## src/rtl/dtq_pkg.sv

```systemverilog
package dtq_pkg;

  localparam int QueueDepth = 16;
  localparam int IdxW       = $clog2(QueueDepth);
  localparam int MaxResults = 16;
  localparam int FireCntW   = $clog2(MaxResults + 1);
  localparam int TimeW      = 48;
  localparam int HandleW    = 32;
  localparam int DelayW     = 32;
  localparam int CmdW       = 2;
  localparam int KindW      = 2;

  localparam logic [CmdW-1:0] CMD_PUSH   = 2'd0;
  localparam logic [CmdW-1:0] CMD_CANCEL = 2'd1;
  localparam logic [CmdW-1:0] CMD_TICK   = 2'd2;

  localparam logic [KindW-1:0] KIND_PUSH   = 2'd0;
  localparam logic [KindW-1:0] KIND_CANCEL = 2'd1;
  localparam logic [KindW-1:0] KIND_FIRE   = 2'd2;

  typedef enum logic [1:0] {
    ST_IDLE,
    ST_SEARCH,
    ST_DECIDE
  } state_t;

  typedef struct packed {
    logic [CmdW-1:0]    cmd;
    logic [DelayW-1:0]  delay;
    logic [HandleW-1:0] handle;
  } in_item_t;

  typedef struct packed {
    logic [KindW-1:0]   kind;
    logic [HandleW-1:0] entry_handle;
    logic               ok;
    logic               last;
  } out_item_t;

  typedef struct packed {
    logic               valid;
    logic [TimeW-1:0]   deadline;
    logic [HandleW-1:0] id;
  } entry_t;

  // best entry found so far along the chain
  typedef struct packed {
    logic               found;
    logic [TimeW-1:0]   lag;
    logic [IdxW-1:0]    pos;
    logic [HandleW-1:0] id;
  } cand_t;

  typedef struct packed {
    logic               push;
    logic               remove;
    logic [IdxW-1:0]    rm_pos;
    logic               cancel_mode;
    logic [TimeW-1:0]   now;
    logic [HandleW-1:0] key;
    logic [TimeW-1:0]   push_deadline;
    logic [HandleW-1:0] push_id;
  } cell_ctl_t;

endpackage

```

## src/rtl/dtq_cell.sv

```systemverilog
module dtq_cell (
  input  logic                    clk,
  input  logic                    rst,
  input  logic [dtq_pkg::IdxW-1:0] idx,
  input  dtq_pkg::cell_ctl_t      ctl,
  input  logic                    prev_valid,
  input  dtq_pkg::entry_t         next_entry,
  input  dtq_pkg::cand_t          cand_in,
  output dtq_pkg::entry_t         entry,
  output dtq_pkg::cand_t          cand_out
);

  logic                          valid;
  logic [dtq_pkg::TimeW-1:0]     deadline;
  logic [dtq_pkg::HandleW-1:0]   id;
  logic                          valid_next;
  logic [dtq_pkg::TimeW-1:0]     deadline_next;
  logic [dtq_pkg::HandleW-1:0]   id_next;
  logic                          take_next;
  logic                          write_push;
  logic [dtq_pkg::TimeW-1:0]     lag;
  logic                          due;
  logic                          match;
  logic                          take_own;
  dtq_pkg::cand_t                cand;
  dtq_pkg::cand_t                cand_next;

  assign entry    = '{valid: valid, deadline: deadline, id: id};
  assign cand_out = cand;

  // removal shifts younger entries down; push fills the first free cell
  assign take_next  = ctl.remove && (idx >= ctl.rm_pos);
  assign write_push = ctl.push && prev_valid && !valid;

  always_comb begin
    valid_next    = valid;
    deadline_next = deadline;
    id_next       = id;
    if (take_next) begin
      valid_next    = next_entry.valid;
      deadline_next = next_entry.deadline;
      id_next       = next_entry.id;
    end else if (write_push) begin
      valid_next    = 1'b1;
      deadline_next = ctl.push_deadline;
      id_next       = ctl.push_id;
    end
  end

  assign lag   = ctl.now - deadline;
  assign due   = valid && !lag[dtq_pkg::TimeW-1];
  assign match = valid && (id == ctl.key);

  // older cells win ties: only a strictly larger lag replaces the candidate
  always_comb begin
    if (ctl.cancel_mode) begin
      take_own = match && !cand_in.found;
    end else begin
      take_own = due && (!cand_in.found || (lag > cand_in.lag));
    end
    if (take_own) begin
      cand_next = '{found: 1'b1, lag: lag, pos: idx, id: id};
    end else begin
      cand_next = cand_in;
    end
  end

  always_ff @(posedge clk) begin
    if (rst) begin
      valid <= 1'b0;
    end else begin
      valid <= valid_next;
    end
  end

  always_ff @(posedge clk) begin
    deadline <= deadline_next;
    id       <= id_next;
    cand     <= cand_next;
  end

endmodule

```

## config.mk

```make
export PLATFORM = sky130hd
export DESIGN_NAME = dtq_cell
export DESIGN_NICKNAME = d
export VERILOG_FILES = /design/src/rtl/dtq_pkg.sv /design/src/rtl/dtq_cell.sv
export SDC_FILE = /design/constraint.sdc
export NUM_CORES = 1
export LEC_CHECK = 0
export BUFFER_PORTS_ARGS = -buffer_cell sky130_fd_sc_hd__clkbuf_2
export CAP_MARGIN = 10
export CORE_AREA = 3 3 199 201
export CTS_CLUSTER_SIZE = 14
export DETAILED_ROUTE_END_ITERATION = 10
export DIE_AREA = 0 0 202 204
export GPL_ROUTABILITY_DRIVEN = 0
export SETUP_SLACK_MARGIN = 0.02
export SLEW_MARGIN = 5
export SYNTH_ARGS = -nofsm -noshare
export SYNTH_HDL_FRONTEND = slang
export SYNTH_SLANG_ARGS = --single-unit
```

## constraint.sdc

```tcl
create_clock -name clk -period 15.1 [get_ports clk]
set_input_delay 2.265 -clock clk [delete_from_list [all_inputs] [get_ports clk]]
set_output_delay 2.265 -clock clk [all_outputs]
set_load 0.02 [all_outputs]
```

==> results of run 1 <==
[cells by family after synthesis]
| logic type | share of synthesized area [%] |
|---|---|
| AO/OA/AOI/OAI | 12.2 |
| XOR/XNOR | 6.10 |
| adder cells (fa/ha/maj) | 11.4 |
| buffers and inverters | 6.16 |
| flip-flops | 37.4 |
| multiplexers | 18.4 |
| AND/OR/NAND/NOR | 8.37 |
[area by class of cell]
cell class,count,share of cell area (%)
clock buffers,20,3.06
clock inverters,12,0.806
multi-input cells,736,42.9
well taps,511,4.38
inverters,115,2.96
repair buffers,510,17.6
flip-flops and latches,166,28.3
diodes,3,0.0515
[path summary, 6_finish.rpt]
check / endpoint / from / slack [ps]
max reg2reg: cand_out[27] / deadline[0] / 9000
max: cand_out[27] / ctl[112] / 7510
min: cand_out[15] / id[15] / 570
min reg2reg: cand_out[15] / id[15] / 570
[state kept, by name, summed over array words and instances (netlist names)]
| register | count |
|---|---|
| id | 32 |
| cand_out | 85 |
| valid | 1 |
| deadline | 48 |
[critical path: cells and delay by family]
family | cells | cell delay [ps]
and+or+nand+nor | 4 | 1190
muxes | 1 | 400
adders and majority gates | 3 | 710
AOI/OAI and AO/OA | 9 | 2500
buffers and inverters | 4 | 610
xor gates and xnor gates | 1 | 160
[per-layer routing]
| layer | part of all wire (%) | vias to the layer above |
|---|---|---|
| li1 | - | 4765 |
| met1 | 39 | 4614 |
| met2 | 50 | 412 |
| met3 | 7.6 | 74 |
| met4 | 3.9 | 10 |
| met5 | 0.15 | - |
[cell usage in the layout (no fill, tap or decap), drive strengths merged, types with 2 or more instances in the layout]
| master | count |
|---|---|
| a211oi | 10 |
| and2 | 6 |
| nor2 | 29 |
| clkinv | 2 |
| o31ai | 3 |
| a31o | 2 |
| nor4 | 12 |
| o211ai | 10 |
| a21oi | 86 |
| xor2 | 31 |
| o31a | 2 |
| edfxtp | 80 |
| dfxtp | 86 |
| clkbuf | 525 |
| o21a | 4 |
| nor2b | 2 |
| diode | 3 |
| nand3 | 13 |
| and3 | 8 |
| nor3 | 14 |
| nand4 | 20 |
| or3 | 2 |
| ha | 99 |
| clkinvlp | 3 |
| o21bai | 10 |
| o21ai | 39 |
| a31oi | 7 |
| a21boi | 3 |
| mux2 | 162 |
| nand2 | 64 |
| xnor2 | 45 |
| and4 | 2 |
| inv | 121 |
| buf | 5 |
| a21o | 22 |
| mux2i | 2 |
| nand2b | 8 |
[report_power, final]
part / internal [mW] / switching, mW
Combinational: 0.234 / 0.328
Clock: 0.235 / 0.208
Sequential: 0.524 / 0.0310
Total: 0.992 / 0.567
==> results by group, run 1 <==
Clocking
  – Clk sinks: 166
  – Clk root buf: clkbuf_16
  – Hold_buf cts: 0
  – CTS tree: yes
  – Cts repair resizes: 0
  – Htree depth: 4
  – Skew-Pair Late Insertion Delay: 460 ps
  – Postcts setup bufs: 0
  – Num CTS Buffers: 17
  – Max clock buf depth: 2
  – Clock-pin transition on the worst setup and hold timing paths: 70 ps

Drt
  – Via count: between 9,000 and 10,000
  – ANT nets after route: 0
  – First drt pass iteration count: 5
  – DR WL/cell: 20.5 µm
  – # DRC: 0
  – Via/cell ratio: 4.76
  – First DRT Iteration DRCs: 531
  – Total Wirelength: around 42 mm

Logic synthesis
  – Synth Flop Type: dfxtp_1
  – Synth Warn #: 0
  – Post-synth EDFFs: 80
  – Top cells by area, synth: edfxtp_1 22%, dfxtp_1 16%, mux2_2 11%
  – Cell with the most instances after synthesis: inv_1
  – FF+latch count, synth: 166
  – Async SR Flop Fraction: 0%
  – Yosys top cell by area: edfxtp_1
  – Part of the Yosys area used for sequential elements: 37.4%
  – Mapped Area: approximately 11,000 µm²
  – Synth unique cells: 69
  – Post-synth top cells: 115 x inv_1, 112 x mux2_2, 99 x ha_1, 86 x dfxtp_1, 82 x a21oi_1
  – Synth Net Count: 1,489
  – Synth top area share: 21.8%
  – Mean Syn Cell Area: 10.5 µm²
  – Cells after Synth: 1,049

Worst setup path
  – CP required: 15,440 ps
  – Critical path arrival: 7930 ps
  – Crit Path Class: input port to flip-flop
  – Critical path's slowest cell: o31ai_1
  – Reg2reg path depth: 20
  – Crit path cell chain: clkbuf_2 -> inv_1 -> ha_1 -> inv_1 -> fa_1 -> a211oi_1 -> o211ai_1 -> a211oi_1 -> o31ai_1 -> a31oi_1 -> o31ai_2 -> a31oi_1 -> xnor2_1 -> ha_1 -> nand4_1 -> nor4_1 -> nand2_1 -> o21ai_0 -> nor4bb_1 -> a21oi_4 -> buf_4 -> mux2_4
  – Critical path endpoint category: flip-flop
  – Slowest Stage Delay on Critical Path: between 500 and 600 ps
  – CP Max Fanout: 53
  – CP startpoint kind: input port

Floorplanning
  – I/O Pins: just over 500
  – Starting Density: 29.2%
  – DIE AREA: 41,200 µm²
  – Placeable Area: 37,800 µm²
  – Std cell rows: 71
  – Die height: between 200 and 250 µm
  – Die width: around 200 µm

Placement
  – Post-detail-place hpwl: 36.1 mm
  – DP Worst Slack: 7140 ps
  – Cells after DPL: 2,038
  – Placed Area: 14,000 µm²
  – PortBufs: 505

Final layout
  – Area of the multi-input gates: approximately 6300 µm²
  – Area occupied by registers: 4120 µm²
  – Fin area: around 15,000 µm²
  – Share of cells above drive strength 1: around 46%
  – Finished Core Util: 38.6%
  – Synth-to-layout area growth: 32.2%
  – Non-Filler Instances: 2,073
  – # fillers: 3,858
  – Final #Nets: 1,986

Power
  – Peak VDD IR: between 0.07 and 0.08 mV
  – Tot Pwr: 1.56 mW
  – P_leak: 7.25 nW
  – PD cells: 107 nW/µm²

Global routing
  – First-pass GRT wire length: 62.3 mm
  – GRT Overall Usage: 20.1%
  – Met1 usage: 22.5%
  – Vias in the first global route: ~10,000
  – GR Util met2: 35.3%
  – Initial antenna violation count: 6
  – GR peak layer: met2
  – Congestion Overflow GR: 0
  – Met3 Use GR: 6.37%
  – Largest net degree at the start of global routing: 76

STA
  – Setup TNS: 0 ps
  – Hold Slack: 569 ps
  – Clock skew: roughly 15 ps
  – Fin crit period: around 7600 ps
  – Worst Tran Pin Value: 1050 ps
  – Maximum clock frequency: 0.132 GHz
  – RSZ-0062 raised after global routing: false
  – Final Slew Violations: 0
  – Hold Vio Cnt, Final: 0
  – Final Cycle Share: 50.2%
  – Slew HR: 29.8%
  – PnR worst setup slack: about 7500 ps
  – # setup viols final: 0

Hold path
  – Min-Delay Path Class: flip-flop to flip-flop
  – Worst hold path cell count: 1

Flow run
  – Max Cap Violations: 0

Status
  – Status: finished clean
(Power assumes the default switching activity.)
==> inputs of run 2 (changes only) <==
==> constraint.sdc (replaced) <==
create_clock -name clk -period 7.5 [get_ports clk]
set_input_delay 1.125 -clock clk [delete_from_list [all_inputs] [get_ports clk]]
set_output_delay 1.125 -clock clk [all_outputs]
set_load 0.02 [all_outputs]
==> run 2 against run 1 <==
Compared with the run above: combinational power up 100%; critical endpoint is now cand_out[24]; highest routed layer unchanged; sequential cell count is the same; first-iteration DRC count grew 6.6%; sequential share of layout area is 0.051 points lower; clock-buffer cell count stayed put; critical path type unchanged; register-to-register slack got worse by 7700 ps; power increased by 100%; setup slack got worse by 6600 ps; wire length down 1.4%; final area increased by 0.18%; via count shrank 0.87%.
==> results by group, run 2 (synthesis gave the netlist of run 1 again) <==
Status
  – Status: finished clean

Floorplanning
  – Starting Density: 29.2% (unchanged)
  – Placeable Area: 37,800 µm² (unchanged)
  – Std cell rows: 71 (unchanged)
  – DIE AREA: 41,200 µm² (unchanged)
  – I/O Pins: 506 (unchanged)
  – Die width: 202 µm (unchanged)
  – Die height: 204 µm (unchanged)

Global routing
  – Initial antenna violation count: 6 (unchanged)
  – Vias in the first global route: 10,400 (+0.56%)
  – GRT Overall Usage: 19.7% (-0.33 points)
  – Largest net degree at the start of global routing: 76 (unchanged)
  – First-pass GRT wire length: 61.4 mm (-1.5%)
  – Congestion Overflow GR: 0 (unchanged)

Power
  – Peak VDD IR: 0.170 mV (+110%)
  – PD cells: 215 nW/µm² (+100%)
  – Tot Pwr: 3.14 mW (+100%)
  – P_leak: 7.28 nW (+0.39%)

Clocking
  – Hold_buf cts: 0 (unchanged)
  – Cts repair resizes: 0 (unchanged)
  – CTS tree: yes
  – Clk sinks: 166 (unchanged)
  – Skew-Pair Late Insertion Delay: 460 ps (about the same)
  – Clk root buf: clkbuf_16
  – Max clock buf depth: 2 (unchanged)
  – Num CTS Buffers: 17 (unchanged)
  – Postcts setup bufs: 0 (unchanged)
  – Clock-pin transition on the worst setup and hold timing paths: 70 ps (about the same)
  – Htree depth: 4 (unchanged)

Hold path
  – Min-Delay Path Class: flip-flop to flip-flop

Worst setup path
  – Reg2reg path depth: 22 (+10%)
  – CP required: 7850 ps (-7590 ps)
  – Crit Path Class: input port to flip-flop
  – R2r setup slk: 1260 ps (-7740 ps)
  – Critical path arrival: 6930 ps (-1000 ps)
  – Worst Setup EP: cand_out[24]
  – CP Max Fanout: 53 (unchanged)
  – Critical path endpoint category: flip-flop
  – Worst setup startpoint: ctl[134]
  – CP startpoint kind: input port
  – Worst R2R Start: deadline[22]
  – Reg2reg end: cand_out[24]

STA
  – Hold Vio Cnt, Final: 0 (unchanged)
  – Maximum clock frequency: between 0.15 and 0.2 GHz
  – Clock skew: 14.6 ps (+0.0818 ps)
  – Slew HR: 30.5% (+0.69 points)
  – PnR worst setup slack: 920 ps (-6590 ps)
  – # setup viols final: 0 (unchanged)
  – Setup TNS: 0 ps (unchanged)
  – RSZ-0062 raised after global routing: false
  – Fin crit period: ~6600 ps
  – Worst Tran Pin Value: 1040 ps (-10.4 ps)
  – Final Cycle Share: 87.7%
  – Final Slew Violations: 0 (unchanged)

Drt
  – Met3 wire length: 3.03 mm (-5.4%)
  – DR WL met2: 21.1 mm (about the same)
  – DR WL/cell: 20.2 µm (-1.4%)
  – Via/cell ratio: 4.72 (-0.87%)
  – # DRC: 0 (unchanged)
  – First DRT Iteration DRCs: 566 (+6.6%)
  – First drt pass iteration count: 5 (unchanged)
  – Total Wirelength: 41.9 mm (-1.4%)
  – ANT nets after route: 0 (unchanged)
  – Via count: 9,789 (-0.87%)
  – DR top layer: met5
  – Post-Route M1 WL: 16.3 mm (-0.92%)

Final layout
  – Share of cells above drive strength 1: 46.3% (+0.099 points)
  – Most frequent cells in the layout: 505 x clkbuf_2, 115 x inv_1, 112 x mux2_2
  – Finished Core Util: 38.7% (+0.070 points)
  – Synth-to-layout area growth: 32.4%
  – Final #Nets: 1,987 (+0.050%)
  – Max reg flops: 85 (unchanged)
  – Most common cell after layout, fill and taps aside: clkbuf_2
  – Fin area: 14,600 µm² (+0.18%)
  – # fillers: 3,810 (-1.2%)

Placement
  – Placed Area: 14,000 µm² (about the same)
  – PortBufs: 505 (unchanged)
  – DP Worst Slack: 488 ps (-6660 ps)
  – Post-detail-place hpwl: 35.5 mm (-1.5%)

Flow run
  – Max Cap Violations: 0 (unchanged)
## run 2: cell types whose count changed in the layout (fill, tap and decap cells not counted)
| cell | previous run | this run |
|---|---|---|
| clkbuf_16 | 17 | 19 |
| clkinv_4 | 0 | 1 |
| inv_8 | 1 | 2 |
| bufinv_16 | 1 | 0 |
| buf_4 | 5 | 6 |
| clkbuf_8 | 1 | 0 |
| diode_2 | 3 | 2 |
| clkinvlp_4 | 3 | 0 |
| clkbuf_1 | 2 | 1 |
| clkinv_2 | 2 | 3 |
| clkinv_8 | 0 | 1 |
## run 2: worst min path at each step
stage	startpoint	endpoint	cells after the start
2_1_floorplan	valid	valid	2
3_3_place_gp	id[15]	cand_out[15]	1
3_5_place_dp	id[18]	cand_out[18]	1
4_1_cts	id[15]	cand_out[15]	1
5_1_grt	id[19]	cand_out[19]	1
6_report	id[5]	cand_out[5]	1
## run 2: routing by layer
| layer | vias up | global-route usage [%] |
|---|---|---|
| li1 | 4760 | - |
| met1 | 4566 | 22.0 |
| met2 | 384 | 35.5 |
| met3 | 71 | 6.12 |
| met4 | 8 | 7.00 |
| met5 | - | 0 |
## run 2: final cells by class
cell class / instances / area (µm²) / share of cell area, %
Inverter: 115 / 432 / 2.95
Multi-Input combinational cell: 736 / 6260 / 42.8
Tap cell: 511 / 639 / 4.38
Timing Repair Buffer: 511 / 2570 / 17.6
Clock inverter: 12 / 106 / 0.728
Sequential cell: 166 / 4120 / 28.2
Clock buffer: 20 / 479 / 3.28
Antenna cell: 2 / 5.00 / 0.0342
## run 2: power by group
part           switching, mW  internal [mW]  leakage (nW)
combinational          0.652          0.470          5.49
sequential            0.0609           1.05          1.49
clock                  0.422          0.475         0.293
## run 2: critical path, cell delays in order
cell and delay [ps]:
clkbuf_2 90, ha_1 350, a21oi_1 320, o21ai_0 220, a2111oi_0 430, o21bai_1 170
a311oi_1 600, nor4_1 150, nor3_1 270, xnor2_1 200, ha_1 290, a21oi_1 120
o2111ai_1 260, a21oi_1 180, o21ai_0 140, a21oi_1 210, o21ai_0 130, nor4bb_1 160
buf_4 140, a21oi_4 150, buf_4 660, mux2_2 420
## run 2: stage by stage
step	std cells	hold slack, ps
3_5_place_dp	2039	558
2_1_floorplan	1049	507
4_1_cts	2071	590
5_1_grt	2073	615
6_report	2073	586
3_3_place_gp	2038	542
==> inputs of run 3 (changes only) <==
--- a/config.mk
+++ b/config.mk
@@ -7,10 +7,10 @@
 export LEC_CHECK = 0
 export BUFFER_PORTS_ARGS = -buffer_cell sky130_fd_sc_hd__clkbuf_2
 export CAP_MARGIN = 10
-export CORE_AREA = 3 3 199 201
+export CORE_AREA = 3 3 197 199
 export CTS_CLUSTER_SIZE = 14
 export DETAILED_ROUTE_END_ITERATION = 10
-export DIE_AREA = 0 0 202 204
+export DIE_AREA = 0 0 200 202
 export GPL_ROUTABILITY_DRIVEN = 0
 export SETUP_SLACK_MARGIN = 0.02
 export SLEW_MARGIN = 5
==> run 3 against run 2 <==
Compared with the run above: core utilization is 0.43 points higher; clock-buffer cell count fell by 1; sequential cell count is the same; clock power is 7.1% higher; register-to-register slack better by 350 ps; critical endpoint is now cand_out[32]; largest cell class unchanged; highest routed layer unchanged.
==> results by group, run 3 (synthesis gave the netlist of run 1 again) <==
Status
  – Status: finished clean

Final layout
  – Max reg flops: 85 (unchanged)
  – Most frequent cells in the layout: 505 x clkbuf_2, 115 x inv_1, 112 x mux2_2
  – Most common cell after layout, fill and taps aside: clkbuf_2
  – Non-Filler Instances: 2,070 (-0.14%)
  – Finished Core Util: 39.1% (+0.43 points)
  – Synth-to-layout area growth: 32.7%
  – Share of cells above drive strength 1: 46.1% (-0.20 points)
  – Final #Nets: 1,985 (-0.10%)

Drt
  – Total Wirelength: 41.9 mm (about the same)
  – # DRC: 0 (unchanged)
  – Via/cell ratio: 4.76 (+0.76%)
  – ANT nets after route: 0 (unchanged)
  – DR WL/cell: 20.2 µm (+0.15%)
  – First drt pass iteration count: 5 (unchanged)
  – First DRT Iteration DRCs: 587 (+3.7%)
  – Via count: 9,849 (+0.61%)

Clocking
  – Clk sinks: 166 (unchanged)
  – Htree depth: 4 (unchanged)
  – Clock-pin transition on the worst setup and hold timing paths: 70 ps (about the same)
  – Skew-Pair Late Insertion Delay: 450 ps (about the same)
  – Num CTS Buffers: 17 (unchanged)
  – Hold_buf cts: 0 (unchanged)
  – CTS tree: yes
  – Cts repair resizes: 0 (unchanged)
  – Postcts setup bufs: 0 (unchanged)
  – Clk root buf: clkbuf_16
  – Max clock buf depth: 2 (unchanged)

Power
  – PD cells: 219 nW/µm² (+2.1%)
  – Sequential share of power: 34.8% (-0.8 points)
  – Int Pwr: 2.07 mW (+3.6%)
  – Sw Pwr: 1.13 mW (-0.18%)
  – Peak VDD IR: 0.174 mV (+1.8%)
  – Clock power frac: 30.0% (+1.4 points)
  – P_leak: 7.28 nW (about the same)
  – Switching share of power: 35.4% (-0.86 points)
  – Comb pwr share: 35.3% (-0.5 points)

Worst setup path
  – Crit Path Class: input port to flip-flop
  – Critical path endpoint category: flip-flop
  – CP required: 7830 ps (-20 ps)
  – Reg2reg end: cand_out[32]
  – Reg2reg path depth: 20 (-9.1%)
  – Cell family with most CP delay: compound AO/OA/AOI/OAI gates
  – Slowest Stage Delay on Critical Path: 530 ps (-130 ps)
  – CP Max Fanout: 85 (+60%)
  – R2r setup slk: 1610 ps (+350 ps)
  – CP startpoint kind: input port
  – Crit path cell chain: clkbuf_2 -> inv_1 -> ha_1 -> inv_1 -> fa_1 -> a211oi_1 -> o211ai_1 -> a211oi_1 -> o31ai_1 -> a31oi_1 -> o211ai_1 -> a21oi_1 -> xnor2_1 -> ha_1 -> nand4_1 -> nor4_1 -> nand2_1 -> o21ai_0 -> nor4bb_1 -> a21oi_4 -> buf_12 -> mux2_4
  – Critical path arrival: 6670 ps (-260 ps)
  – Crit path buf inv count: 4 (+1)
  – Worst R2R Start: deadline[0]
  – Critical path's slowest cell: a31oi_1

Flow run
  – Max Cap Violations: 0 (unchanged)

STA
  – Slew HR: 29.5% (-0.96 points)
  – Final Cycle Share: 84.5% (-3.3 points)
  – Final Slew Violations: 0 (unchanged)
  – RSZ-0062 raised after global routing: false
  – Clock skew: 11.8 ps (-2.78 ps)
  – Fin crit period: 6340 ps (-244 ps)
  – Worst Tran Pin Value: 1060 ps (+14.4 ps)
  – Maximum clock frequency: 0.158 GHz (+3.9%)
  – Setup TNS: 0 ps (unchanged)
  – Hold Vio Cnt, Final: 0 (unchanged)
  – # setup viols final: 0 (unchanged)

Hold path
  – Hold_sp: id[8]
  – Worst hold path cell count: 1 (unchanged)
  – Min-Delay Path Class: flip-flop to flip-flop
  – Hold EP: cand_out[8]

Floorplanning
  – Std cell rows: 71 (unchanged)
  – Placeable Area: 37,400 µm² (-0.94%)
  – Starting Density: 29.5% (+0.28 points)
  – I/O Pins: 506 (unchanged)
  – Die height: 202 µm (-0.98%)
  – Die width: 200 µm (-0.99%)
  – DIE AREA: 40,400 µm² (-2.0%)

Global routing
  – Largest net degree at the start of global routing: 86 (+13%)
  – Vias in the first global route: 10,300 (-1.8%)
  – First-pass GRT wire length: 61.3 mm (-0.18%)
  – Congestion Overflow GR: 0 (unchanged)
  – GRT Overall Usage: 20.3% (+0.58 points)
  – Initial antenna violation count: 4 (-2)

Placement
  – PortBufs: 505 (unchanged)
  – Post-detail-place hpwl: 35.5 mm (about the same)
  – Cells after DPL: 2,037 (-0.098%)
-- run 3: cell types whose count changed in the layout (fill, tap and decap cells not counted), moves of 2 or more --
cell and change:
bufinv_16 +3, clkinv_1 +2, clkbuf_8 +2, clkinv_2 -3, clkbuf_16 -2, buf_4 -3
-- run 3: stage by stage --
stage          cell area (µm²)  setup WS [ps]  hold slack [ps]  power (mW)
5_1_grt                  14600            656              595        3.38
6_report                 14600           1160              568        3.21
3_5_place_dp             14000            861              556        2.27
4_1_cts                  14600           1310              572        3.24
3_3_place_gp             14000           1030              543        2.25
2_1_floorplan            11000           1930              507        1.87
-- run 3: worst max-delay path by stage --
| stage | cells after the start | endpoint | start |
|---|---|---|---|
| 6_report | 22 | cand_out[32] | ctl[112] |
| 5_1_grt | 22 | cand_out[28] | ctl[112] |
| 4_1_cts | 22 | cand_out[29] | ctl[112] |
| 3_5_place_dp | 22 | cand_out[28] | ctl[112] |
| 3_3_place_gp | 22 | cand_out[30] | ctl[112] |
| 2_1_floorplan | 21 | cand_out[25] | ctl[112] |
-- run 3: routing by layer --
metal  track usage (%)  part of all wire (%)
met5                 0                  0.11
met4              6.93                   3.0
met3              5.77                   6.8
met2              36.4                    51
met1              23.0                    39
-- run 3: layout make-up --
| cell class | count | area (µm²) |
|---|---|---|
| Tap cell | 511 | 639 |
| Multi-Input combinational cell | 736 | 6250 |
| Timing Repair Buffer | 509 | 2570 |
| Sequential cell | 166 | 4120 |
| Clock buffer | 19 | 453 |
| Clock inverter | 13 | 169 |
| Inverter | 115 | 432 |
| Fill cell | 3757 | 22800 |
| Antenna cell | 1 | 2.50 |
-- run 3: power by group through the flow --
stage,logic (mW),clock network [mW],registers [mW]
after floorplan,0.646,0,1.22
after global placement,1.12,0,1.14
after detailed placement,1.13,0,1.13
after CTS,1.14,0.984,1.12
after global routing,1.25,1.01,1.12
final,1.13,0.961,1.11
